### src/rtl/core/tasa_pkg.sv
// ----------------------------------------------------------------------------
// tasa_pkg
// Shared types and constants of the trial average / deviation accumulator.
// ----------------------------------------------------------------------------
package tasa_pkg;

	localparam int MAX_CHANNELS = 64;
	localparam int MAX_WINDOW   = 1024;
	localparam logic [15:0] MAX_TRIALS = 16'hFFFF;

	localparam int CH_W   = 6;
	localparam int POS_W  = 10;
	localparam int IDX_W  = CH_W + POS_W;
	localparam int SUM_W  = 32;
	localparam int SQS_W  = 47;
	localparam int BIN_W  = SUM_W + SQS_W;
	localparam int BIN_DEPTH = MAX_CHANNELS * MAX_WINDOW;
	localparam int CNT_W  = 16;
	localparam int QUO_W  = 40;
	localparam int RAD_W  = 64;
	localparam int CFG_CH_W  = 7;
	localparam int CFG_WIN_W = 11;

	localparam logic [CFG_CH_W-1:0]  CH_RESET  = 7'd1;
	localparam logic [CFG_WIN_W-1:0] WIN_RESET = 11'd1024;

	localparam logic OP_ADD   = 1'b0;
	localparam logic OP_CLEAR = 1'b1;

	localparam logic REG_CHANNELS = 1'b0;
	localparam logic REG_WINDOW   = 1'b1;

	typedef struct packed {
		logic               operation;
		logic signed [15:0] sample_value;
	} in_item_t;

	typedef struct packed {
		logic [5:0]         channel_index;
		logic [9:0]         sample_position;
		logic signed [23:0] mean_value;
		logic [23:0]        deviation_value;
		logic [15:0]        trials_counted;
		logic               trial_done;
		logic               accepted;
	} out_item_t;

	typedef enum logic [3:0] {
		ST_IDLE, ST_READ, ST_MUL_LO, ST_MUL_HI, ST_DIFF,
		ST_ROOT_GO, ST_ROOT, ST_DEV_GO, ST_DEV, ST_FINISH
	} state_t;

	typedef struct packed {
		logic accept;
		logic clear;
		logic update;
		logic mul_lo;
		logic mul_hi;
		logic diff;
		logic root_start;
		logic dev_start;
		logic load_out;
	} cmd_t;

	typedef struct packed {
		logic root_busy;
		logic mean_busy;
		logic dev_busy;
		logic out_free;
	} status_t;

endpackage

### src/rtl/core/tasa_ctrl.sv
// ----------------------------------------------------------------------------
// tasa_ctrl
// Sequencer: accept, bin update, products, root, divide, deliver.
// ----------------------------------------------------------------------------
module tasa_ctrl (
	input  logic              clk,
	input  logic              arst_n,
	input  logic              in_valid,
	input  logic              in_op,
	input  tasa_pkg::status_t status,
	output tasa_pkg::cmd_t    cmd,
	output logic              idle
);
	import tasa_pkg::*;

	state_t state_q, state_d;

	always_ff @(posedge clk or negedge arst_n) begin
		if (!arst_n) begin
			state_q <= ST_IDLE;
		end else begin
			state_q <= state_d;
		end
	end

	always_comb begin
		state_d = state_q;
		unique case (state_q)
			ST_IDLE: begin
				if (in_valid && in_op == OP_ADD) state_d = ST_READ;
			end
			ST_READ:    state_d = ST_MUL_LO;
			ST_MUL_LO:  state_d = ST_MUL_HI;
			ST_MUL_HI:  state_d = ST_DIFF;
			ST_DIFF:    state_d = ST_ROOT_GO;
			ST_ROOT_GO: state_d = ST_ROOT;
			ST_ROOT: begin
				if (!status.root_busy) state_d = ST_DEV_GO;
			end
			ST_DEV_GO:  state_d = ST_DEV;
			ST_DEV: begin
				if (!status.dev_busy && !status.mean_busy) state_d = ST_FINISH;
			end
			ST_FINISH: begin
				if (status.out_free) state_d = ST_IDLE;
			end
			default:    state_d = ST_IDLE;
		endcase
	end

	always_comb begin
		cmd            = '0;
		cmd.accept     = state_q == ST_IDLE && in_valid && in_op == OP_ADD;
		cmd.clear      = state_q == ST_IDLE && in_valid && in_op == OP_CLEAR;
		cmd.update     = state_q == ST_READ;
		cmd.mul_lo     = state_q == ST_MUL_LO;
		cmd.mul_hi     = state_q == ST_MUL_HI;
		cmd.diff       = state_q == ST_DIFF;
		cmd.root_start = state_q == ST_ROOT_GO;
		cmd.dev_start  = state_q == ST_DEV_GO;
		cmd.load_out   = state_q == ST_FINISH && status.out_free;
	end

	assign idle = state_q == ST_IDLE;
endmodule

### config.mk
export PLATFORM = sky130hd
export DESIGN_NAME = tasa_ctrl
export DESIGN_NICKNAME = d
export VERILOG_FILES = /design/src/rtl/core/tasa_pkg.sv /design/src/rtl/core/tasa_ctrl.sv
export SDC_FILE = /design/constraint.sdc
export NUM_CORES = 1
export LEC_CHECK = 0
export BUFFER_PORTS_ARGS = -buffer_cell sky130_fd_sc_hd__buf_4
export CAP_MARGIN = 5
export CORE_AREA = 2 2 39 41
export CTS_BUF_LIST = sky130_fd_sc_hd__clkbuf_2 sky130_fd_sc_hd__clkbuf_4 sky130_fd_sc_hd__clkbuf_8
export CTS_CLUSTER_DIAMETER = 150
export DETAILED_ROUTE_END_ITERATION = 8
export DIE_AREA = 0 0 41 43
export RECOVER_POWER = 50
export SYNTH_ARGS = -nofsm -noshare
export SYNTH_HDL_FRONTEND = slang
export SYNTH_SLANG_ARGS = --single-unit
### constraint.sdc
create_clock -name clk -period 5.4 [get_ports clk]
set_clock_uncertainty 0.1 [all_clocks]
set_input_delay 1.08 -clock clk [delete_from_list [all_inputs] [get_ports clk]]
set_output_delay 1.08 -clock clk [all_outputs]
set_load 0.005 [all_outputs]
# [Yosys cells after proc, flatten, opt, wreduce, memory -nomap -nowiden]
# Index checks and enable logic that the tools add are counted.
[word_totals] elab_cells=30 reg_bits=4 mem_bits_rw=0 memories=0 inputBits=8 rom_bits=0 output_inout_bits=10 latchBits=0
[op_classes] mux=5 n_reduce_logical=10 n_shift=0 n_bitwise=1 eq_ne=13 mul=0 magnitude_cmp=0 n_addsub=0 div_mod_pow=0
[op_table] cell="$pmux W4 S10" count=1
[op_table] cell="$eq A4 B3 Y1 const B" count=4
[op_table] cell="$mux W4" count=4
[op_table] cell="$eq A4 B2 Y1 const B" count=2
[op_table] cell="$eq A4 B4 Y1 const B" count=2
[op_table] cell="$logic_and A1 B1 Y1" count=6
[op_table] cell="$ne A2 B2 Y1 const B" count=3
[op_table] cell="$eq A4 B1 Y1 const B" count=1
[op_table] cell="$logic_not A4 Y1" count=1
[op_table] cell="$reduce_and A4 Y1" count=1
[op_table] cell="$logic_not A1 Y1" count=2
[op_table] cell="$ne A2 B1 Y1 const B" count=1
[op_table] cell="$not A1 Y1" count=1

# [Logic depth before layout (Yosys ltp)]
# Gate-level depths: netlist (run 1).
[depth] ltp_word=4 mapped_depth=5 mapped_depth_nobuf=4

# [Least setup slack after synthesis (run 1)]
# No wires, ideal clock.
[synth_timing] path_kind="input to output" startpoint="in status[0] (netlist bit)" endpoint="out cmd[0] (netlist bit)" slack_ps=2852 cell_stages=2 t_arrival_ps=1368 t_required_ps=4220 n_path_buf=0 path_cell_list="inv_1 -> nor4_1"
[synth_lines] item="start, declared" line_no="tasa_ctrl.sv:10" text="input tasa_pkg::status_t status,"
[synth_lines] item="end, declared" line_no="tasa_ctrl.sv:11" text="output tasa_pkg::cmd_t cmd,"

==> results of run 1 <==
==> worst max path at each step <==
stage                        end  slack, ns
after global placement    cmd[0]       2.65
after detailed placement  cmd[0]       2.62
final                     cmd[0]       2.62
after CTS                 cmd[0]       2.62
after floorplan           cmd[0]       2.85
after global routing      cmd[8]       2.59
==> cell families (layout without fill, tap and decap cells) <==
kind of cell	Yosys count	after routing	share of synthesized area (%)
multiplexers	1	1	4.476
buffers and inverters	5	23	8.207
flip-flops	4	4	29.85
XOR/XNOR	1	1	2.612
AND/OR/NAND/NOR	21	21	41.04
AO/OA/AOI/OAI	6	6	13.80
==> worst reg2reg max path: cells and delay by family (launching register included) <==
kind            cells  cell delay [ns]
simple gates        1             0.54
flops               1             0.50
mux                 1             0.31
compound gates      2             0.22
==> Yosys cell counts (all sizes together), types with 2 or more instances <==
cell	n
nand2b	2
nor4	3
o21ai	2
nor2	6
nor3	4
dfrtp	4
nand2	2
inv	3
or2b	2
buf	2
==> where the power goes <==
part | internal [W] | switching [W]
Combinational | 0.0000790 | 0.0000649
Sequential | 0.0000461 | 0.0000365
Clock | 0.0000247 | 0.0000106
Total | 0.000150 | 0.000112
==> area by class of cell <==
type / instances / area [um^2] / share of cell area [%]
Multi-Input combinational cell: 29 / 207.7 / 42.78
Timing Repair Buffer: 17 / 123.9 / 25.52
Sequential cell: 4 / 100.1 / 20.62
Clock buffer: 3 / 22.52 / 4.639
Tap cell: 16 / 20.02 / 4.124
Inverter: 3 / 11.26 / 2.320
==> cells in the final DEF, fill, tap and decap left out, drive strengths merged <==
| master | Yosys | layout |
|---|---|---|
| nor4 | 3 | 3 |
| nand2b | 2 | 2 |
| a211oi | 1 | 1 |
| nand2 | 2 | 2 |
| mux2 | 1 | 1 |
| nor3 | 4 | 4 |
| buf | 2 | 15 |
| or4b | 1 | 1 |
| o21ai | 2 | 2 |
| clkbuf | 0 | 5 |
| dfrtp | 4 | 4 |
| xor2 | 1 | 1 |
| nor2 | 6 | 6 |
| a31o | 1 | 1 |
| o2bb2ai | 1 | 1 |
| or2b | 2 | 2 |
| a21oi | 1 | 1 |
| inv | 3 | 3 |
| and3 | 1 | 1 |
==> per-layer routing <==
layer / wire, um / vias to the layer above / track usage (%)
li1: - / 168 / -
met2: 372 / 7 / 12.81
met4: 0 / 0 / 8.000
met3: 35 / 0 / 1.571
met5: 0 / - / 0
met1: 281 / 151 / 8.852
==> metrics by stage <==
step | power (W) | utilization [%] | worst slack [ns] | instances
detailed placement | 0.0002297 | 33.73 | 2.622 | 69
finish | 0.0002618 | 35.08 | 2.618 | 72
global placement | 0.0002274 | 33.73 | 2.649 | 69
global route | 0.0002862 | 35.08 | 2.591 | 72
CTS | 0.0002679 | 35.35 | 2.616 | 72
floorplan | 0.0001791 | - | 2.852 | 38
==> results.yml, run 1 <==
cts:
  cts_resized: 0
  clock-sinks: 4
  worstSkewPairLatency_ns: 0.23
  cts_buffer_depth: 2
  postCtsSetupRepairBufs: 0
  cts_hold_buf: 0
  cts_tree: "built"
  cts_root_buf: "clkbuf_4"
  clk_pin_slew_ns: 0.04
  h-tree-depth: 1
  cts_buffers: 3
floorplanning:
  std_cell_rows: 14
  fp.dieArea_um2: 1763
  pin_count: 18
  core_area_um2: 1384
  die_w_um: 41
  fp.dieH_um: 43
  initial_core_util_pct: 24.23
synth:
  syn-num-nets: 46
  ys_ff_latch: 4
  yosys_warnings: 0
  syn_inst: 38
  syn-cell-area_um2: 335.3
  synth_enable_flop_cells: 0
  synth_ff_type: "dfrtp_1"
  seq_area_frac_synth_pct: 29.85
  synth.distinct_cells: 21
  synth_top_cell_by_area: "dfrtp_1"
  synthTopCellsByArea: "dfrtp_1 (30%), nor2_1 (6.7%), nor4_4 (6.3%), nor3_1 (6.0%), mux2_4 (4.5%)"
  async_flop_share_pct: 100.0
  synth_top_area_share_pct: 29.85
  avgSynthCellArea_um2: 8.824
placed_design:
  post_dp_cell_area_um2: 466.7
  port_buffers: 17
  hpwl_um: 569.6
  place.gp.congestion: 0.6586
sta:
  slew-limit-headroom_pct: 72.51
  rsz0062_at_grt: "false"
  setup_tns_ns: 0
  max_freq_mhz: 359.5
  post-route-min-period_ns: 2.782
  setup_viol_count_final: 0
  final-hold-violation-count: 0
  worstMarginPinSlew_ns: 0.4089
  period_share_pct: 51.51
  drv_slew: 0
  holdWs_ns: 0.5546
worst_setup_path:
  reg2reg_depth: 4
  slowest_delay_ns: 0.23
  rr_endpoint: "state_q[3]"
  r2r_slack_ns: 3.61
  critPathSlowestCell: "nor4_1"
  endpoint_kind: "output port"
  crit_start: "status[0]"
  worstPathArrival_ns: 1.60
  reg2reg_from: "state_q[2]"
  crit_required_ns: 4.22
  cp_common_cell: "buf_4"
  cp_max_fo: 2
  cp_cell_sequence: "buf_4 -> inv_1 -> nor4_1 -> buf_4"
  critPathLaunchType: "input port"
  path_buf_inv: 3
  cp_top_family: "buffers and inverters"
  path_class: "in -> out"
  cp_num_cells: 4
finish:
  nNetsFinal: 66
  fin_area_um2: 485.5
  n_antenna_cell: 0
  largest_register_ffs: 4
  area_growth_pct: 44.78
  top_regs: "state_q: 4 flops"
  fillCellCount: 144
  top_register: "state_q"
  drive_gt1_share_pct: 42.86
power_and_ir_drop:
  irDropWorstVdd_uv: 281.4
  p_leak_nw: 0.2277
  powerDensity_nw_per_um2: 539.2
route:
  dr.first_iter.drc_count: 2
  wl_per_cell_um: 9.569
  wirelength_um: 689
  ant_nets: 0
  drc_errors: 0
  vias: 326
  first_pass_iters: 3
  viasPerCell: 4.528
min_path:
  worstHoldStart: "state_q[3]"
  hold_class: "reg -> reg"
  min_delay_path_depth: 1
  hold-path-endpoint: "state_q[2]"
grt:
  grt_max_degree: 12
  grt_usage_pct: 8.384
  grt_pass1_vias: 274
  grt_pass1_wl_um: 959
  grt.overflow.total: 0
  antenna_found_initial: 0
flow_run:
  cap_violations: 0
outcome:
  outcome: "finished, final reports clean"
Power figures use the tool's default switching activity.
==> run 2, diff against run 1 <==
==> constraint.sdc (replaced) <==
create_clock -name clk -period 2.72 [get_ports clk]
set_clock_uncertainty 0.1 [all_clocks]
set_input_delay 0.544 -clock clk [delete_from_list [all_inputs] [get_ports clk]]
set_output_delay 0.544 -clock clk [all_outputs]
set_load 0.005 [all_outputs]
==> results.yml, run 2 (synthesized netlist as in run 1, its figures left out) <==
outcome:
  outcome: "finished, final reports clean"
finish:
  drive_gt1_share_pct: 40.35
  final_core_util_pct: 35.53
  final_common_cell: "buf_4"
  top_register: "state_q"
  n_antenna_cell: 0
  final_cells: 73
  nNetsFinal: 67
  top_regs: "state_q: 4 flops"
  final_cell_mix: "buf_4 (16), nor2_1 (6), nor3_1 (4), dfrtp_1 (4)"
  area_growth_pct: 46.64
  largest_register_ffs: 4
worst_setup_path:
  endpoint_kind: "output port"
  cp_cell_sequence: "nor4_2 -> and3_1 -> buf_4"
  crit_required_ns: 2.08
  crit_start: "state_q[2]"
  path_class: "reg -> out"
  reg2reg_from: "state_q[2]"
  worstPathArrival_ns: 1.47
  critPathSlowestCell: "dfrtp_1"
  slowest_delay_ns: 0.49
  cp_max_fo: 10
  critPathLaunchType: "flip-flop"
cts:
  h-tree-depth: 1
  clock-sinks: 4
  cts_root_buf: "clkbuf_4"
  cts_tree: "built"
  clk_pin_slew_ns: 0.03
  cts_buffer_depth: 2
  postCtsSetupRepairBufs: 0
  cts_buffers: 3
  worstSkewPairLatency_ns: 0.23
grt:
  grt_max_degree: 12
  grt_pass1_wl_um: 1076
  antenna_found_initial: 0
  grt_usage_pct: 9.394
  grt.overflow.total: 0
  grt_pass1_vias: 287
route:
  vias: 329
  wirelength_um: 706
  drc_errors: 0
  ant_nets: 0
  first_pass_iters: 4
  dr.first_iter.drc_count: 4
  wl_per_cell_um: 9.671
  viasPerCell: 4.507
sta:
  post-route-min-period_ns: 2.116
  worstMarginPinSlew_ns: 0.4135
  period_share_pct: 77.80
  setup_viol_count_final: 0
  max_freq_mhz: 472.6
  drv_slew: 0
  slew-limit-headroom_pct: 72.20
  rsz0062_at_grt: "false"
  final-hold-violation-count: 0
  setup_tns_ns: 0
floorplanning:
  core_area_um2: 1384
  initial_core_util_pct: 24.23
  pin_count: 18
  fp.dieH_um: 43
  fp.dieArea_um2: 1763
  std_cell_rows: 14
  die_w_um: 41
power_and_ir_drop:
  powerDensity_nw_per_um2: 1057
  p_leak_nw: 0.2303
  power_w: 0.0005198
  irDropWorstVdd_uv: 533.8
placed_design:
  port_buffers: 17
  place_inst: 69
  hpwl_um: 582.8
  place.gp.congestion: 0.6766
min_path:
  worstHoldStart: "state_q[3]"
  hold_class: "reg -> reg"
flow_run:
  cap_violations: 0
[run 2: cell count changes in the layout (fill, tap and decap cells not counted), sizes merged]
cell         previous run  this run
buf                    15        16
clkbuf                  5         4
dlygate4sd3             0         1
[run 2: cell type report]
class / instances / area (um^2)
Fill cell: 150 / 892.1
Tap cell: 16 / 20.02
Sequential cell: 4 / 100.1
Multi-Input combinational cell: 29 / 203.9
Clock buffer: 3 / 22.52
Timing Repair Buffer: 18 / 133.9
Inverter: 3 / 11.26
[run 2: worst max-delay path, delay by kind of cell, from the launching register on]
kind          cells  cell delay, ns
simple gates      2            0.64
flops             1            0.49
buf+inv           1            0.10
[run 2: metal layers]
layer  track usage, %  wire length (um)  vias up
met5                0                 0        -
met4            8.000                 0        0
met3            3.141                54        0
met2            13.13               381        9
met1            10.82               270      149
li1                 -                 -      171
[run 2: what timing repair did]
action | in CTS | in global routing
endpoints found under the hold margin | 4 | 0
gates resized for setup | 0 | 0
hold buffers | 1 | 0
[run 2: stage by stage]
step	cell area, um^2	hold slack, ns	setup slack (ns)
floorplan	335.3	0.1484	0.9885
global placement	466.7	0.2408	0.8662
detailed placement	466.7	0.2408	0.8418
CTS	499.2	0.5331	0.5658
global route	491.7	0.5737	0.4717
finish	491.7	0.5543	0.6040
[run 2: path summary, 6_finish.rpt]
path,endpoint,slack [ns],depth (start not counted)
setup / recovery,cmd[7],0.60,3
max in group asynchronous,state_q[2],1.78,2
setup reg to reg,state_q[3],0.90,4
hold reg to reg,state_q[2],0.55,1
min in group asynchronous,state_q[0],0.57,2
hold / removal,state_q[2],0.55,1
[run 2: where the power goes]
group | internal (W) | switching [W] | leakage, nW
Sequential | 0.0000915 | 0.0000720 | 0.0500
Combinational | 0.000156 | 0.000130 | 0.166
Clock | 0.0000492 | 0.0000215 | 0.0138
